`config.mk`:
```
export PLATFORM = sky130hd
export DESIGN_NAME = tft_ram
export DESIGN_NICKNAME = d
export VERILOG_FILES = /design/src/design/tft_ram.sv
export SDC_FILE = /design/constraint.sdc
export NUM_CORES = 1
export LEC_CHECK = 0
export CAP_MARGIN = 20
export CORE_MARGIN = 1
export CORE_UTILIZATION = 35
export CTS_CLUSTER_DIAMETER = 150
export DETAILED_ROUTE_END_ITERATION = 12
export DONT_BUFFER_PORTS = 1
export SYNTH_ARGS = -nofsm -noshare
export SYNTH_HDL_FRONTEND = slang
export SYNTH_SLANG_ARGS = --single-unit
```
`constraint.sdc`:
```
create_clock -name clock -period 2.2 [get_ports clock]
set_input_delay 0.44 -clock clock [delete_from_list [all_inputs] [get_ports clock]]
set_output_delay 0.44 -clock clock [all_outputs]
set_load 0.02 [all_outputs]
```
`src/design/tft_ram.sv`:
```
// Generic single-port-write, single-read RAM with registered read.
// No dependencies.
`default_nettype none
module tft_ram #(
   parameter int WIDTH = 8,
   parameter int DEPTH = 16
) (
   input  wire logic                     clock,
   input  wire logic                     we,
   input  wire logic [$clog2(DEPTH)-1:0] waddr,
   input  wire logic [WIDTH-1:0]         wdata,
   input  wire logic [$clog2(DEPTH)-1:0] raddr,
   output logic      [WIDTH-1:0]         rdata
);
   logic [WIDTH-1:0] mem [DEPTH];
   always_ff @(posedge clock) begin
      if (we) mem[waddr] <= wdata;
      rdata <= mem[raddr];
   end
endmodule
`default_nettype wire
```
==> results.json <==
{
  "core_area_mm2": 0.01410,
  "slew_viol_final": 0,
  "min_period_ns": 1.393,
  "synth-xor-area-share_pct": 0,
  "cpPeakStageDelay_ns": 0.51,
  "fill_cells": 1214,
  "ir_drop_uv": 591.9,
  "syn_area_mm2": 0.005147,
  "rsz0062_at_grt": "false",
  "grt_pass1_wl_mm": 15.17,
  "drt_iter0_drc": 171,
  "crit_arrival_ns": 1.66,
  "antenna_cells": 0,
  "crit_family": "multiplexers",
  "drtAntennaViolNets": 0,
  "pwr_density_cell_mw_per_mm2": 1027,
  "synth-warning-count": 0,
  "avgRoutedWirePerCell_um": 22.15,
  "die_x_um": 123.3,
  "grt_max_degree": 33,
  "postLayoutCellArea_mm2": 0.006086,
  "crit_slowest_cell": "mux4_2",
  "first_pass_iters": 4,
  "crit_type": "register to register",
  "tightestPinTransition_ns": 0.7525,
  "fmax_mhz": 717.8,
  "cts_made_buffers": 17,
  "grt_pass1_vias": 2471,
  "worstPathRequired_ns": 2.47,
  "cts_setup_buffers": 0,
  "synth_compound_area_share_pct": 2.333,
  "synth_cells": 229,
  "leakagePower_nw": 2.008,
  "clkTransAtPathRegs_ns": 0.06,
  "vias": 2311,
  "fin_nets": 273,
  "cts_resized": 0,
  "die_y_um": 123.3,
  "worstSetupStartpointType": "register",
  "worst_clock_skew_ns": 0.008221,
  "num_rows": 43,
  "synth_top_family_by_area": "multiplexers",
  "tritoncts": "done",
  "post_dp_cell_area_mm2": 0.005414,
  "ys_ff_latch": 136,
  "cts_hold_buf": 0,
  "avgSynthCellArea_um2": 22.48,
  "ys_types": 19,
  "outcome": "complete, no violations",
  "setup_violations": 0,
  "port_buffers": 0,
  "track_usage_pct": 14.84,
  "path_cells": "mux4_2, a22oi_1, nand2_1",
  "ctsRootBufferMaster": "clkbuf_16",
  "clock_path_buffers": 2,
  "cts_max_level": 4,
  "hold_violations": 0,
  "ioPinCount": 26,
  "dp_slack_ns": 0.5918,
  "viasPerCell": 5.158,
  "holdCritPathClass": "primary input to register",
  "fin_util_pct": 43.17,
  "start_util_pct": 36.52,
  "antenna_found_initial": 0,
  "cts_sinks": 136,
  "synthAdderAreaFrac_pct": 0,
  "gp_congestion": 0.6844,
  "worstSkewPairLatency_ns": 0.41,
  "drc_errors": 0,
  "dp_hpwl_mm": 6.277,
  "critPathCaptureType": "register",
  "maxCapViolations": 0,
  "synthSimpleGateAreaFrac_pct": 3.184,
  "crit_buf_inv": 0,
  "grt.overflow.total": 0,
  "area_growth_pct": 18.23,
  "syn_nets": 247,
  "fin_crit_sh_pct": 63.33,
  "synthMuxAreaShare_pct": 15.02,
  "drive_above_1_share_pct": 25.00,
  "fin_ws_ns": 0.8068,
  "finalWirelength_mm": 9.922,
  "slew_headroom_pct": 49.65,
  "synth-seq-area-share_pct": 77.78,
  "die_area_mm2": 0.01520,
  "worst-path-max-fanout": 1,
  "timing.setup.tns_ns": 0
}
[state kept, by name, summed over array words and instances, names as in the netlist]
register,count
mem,128
rdata,8
[synthesized netlist by cell type]
cell type / n / area [um^2]
nand2_1: 9 / 33.78
nor2_1: 13 / 48.80
edfxtp_1: 128 / 3844
nor3_1: 4 / 20.02
nor2b_1: 1 / 6.260
mux4_2: 18 / 405.4
nand2b_1: 2 / 12.51
or3b_2: 1 / 8.760
nand3_1: 1 / 5.000
and2_1: 1 / 6.260
buf_2: 3 / 15.01
and2b_1: 1 / 7.510
mux4_1: 14 / 367.9
a22oi_1: 16 / 120.1
dfxtp_1: 8 / 160.2
buf_4: 1 / 7.510
buf_6: 3 / 33.78
clkdlybuf4s25_2: 3 / 30.03
nand3b_1: 2 / 15.01
[stage by stage]
step | instances | power [mW] | hold WS (ns)
final | 448 | 6.250 | 0.1192
after global routing | 448 | 6.437 | 0.1016
after CTS | 448 | 6.304 | 0.1109
after detailed placement | 416 | 3.158 | 0.5396
after global placement | 416 | 3.153 | 0.5395
after floorplan | 229 | 3.131 | 0.5389
[per-layer routing]
| layer | track usage [%] | vias up | wire length [um] |
|---|---|---|---|
| met4 | 5.648 | 0 | 136 |
| met5 | 0 | - | 0 |
| met2 | 22.66 | 70 | 4736 |
| li1 | - | 1029 | - |
| met1 | 19.29 | 1201 | 4430 |
| met3 | 5.535 | 11 | 617 |
[cell families after synthesis]
| family | after synthesis |
|---|---|
| AOI/OAI and AO/OA | 16 |
| DFF | 136 |
| and+or+nand+nor | 35 |
| buffers and inverters | 10 |
| muxes | 32 |
[report_power, final]
group / total [mW] / leakage (nW) / internal, mW / switching [mW]
Sequential: 2.94 / 1.22 / 2.90 / 0.0432
Clock: 3.15 / 0.323 / 2.14 / 1.01
Combinational: 0.158 / 0.461 / 0.0883 / 0.0694
[layout make-up]
class / count / area [um^2] / share of cell area, %
well taps: 180 / 225.2 / 3.701
clock buffers: 22 / 484.2 / 7.956
clock inverters: 10 / 187.7 / 3.084
flip-flops and latches: 136 / 4004 / 65.79
repair buffers: 17 / 127.6 / 2.097
multi-input cells: 83 / 1057 / 17.37
[final timing paths]
kind,slack [ns],cells past startpoint,startpoint,to
worst max register to register,0.81,3,mem[15][7],rdata[7]
worst min register to register,0.67,3,mem[15][5],rdata[5]
worst max-delay path,0.81,3,mem[15][7],rdata[7]
worst min-delay path,0.12,0,wdata[4],mem[6][4]
[cells in the final DEF (no fill, tap or decap)]
cell,count
edfxtp_1,128
mux4_2,18
clkbuf_16,17
buf_4,17
a22oi_1,16
mux4_1,14
nor2_1,13
nand2_1,9
dfxtp_1,8
bufinv_16,5
nor3_1,4
clkbuf_8,4
nand3b_1,2
nand2b_1,2
inv_6,2
clkinvlp_4,2
nor2b_1,1
and2_1,1
and2b_1,1
nand3_1,1
or3b_2,1
clkbuf_1,1
clkinv_2,1
(Power assumes the default switching activity.)
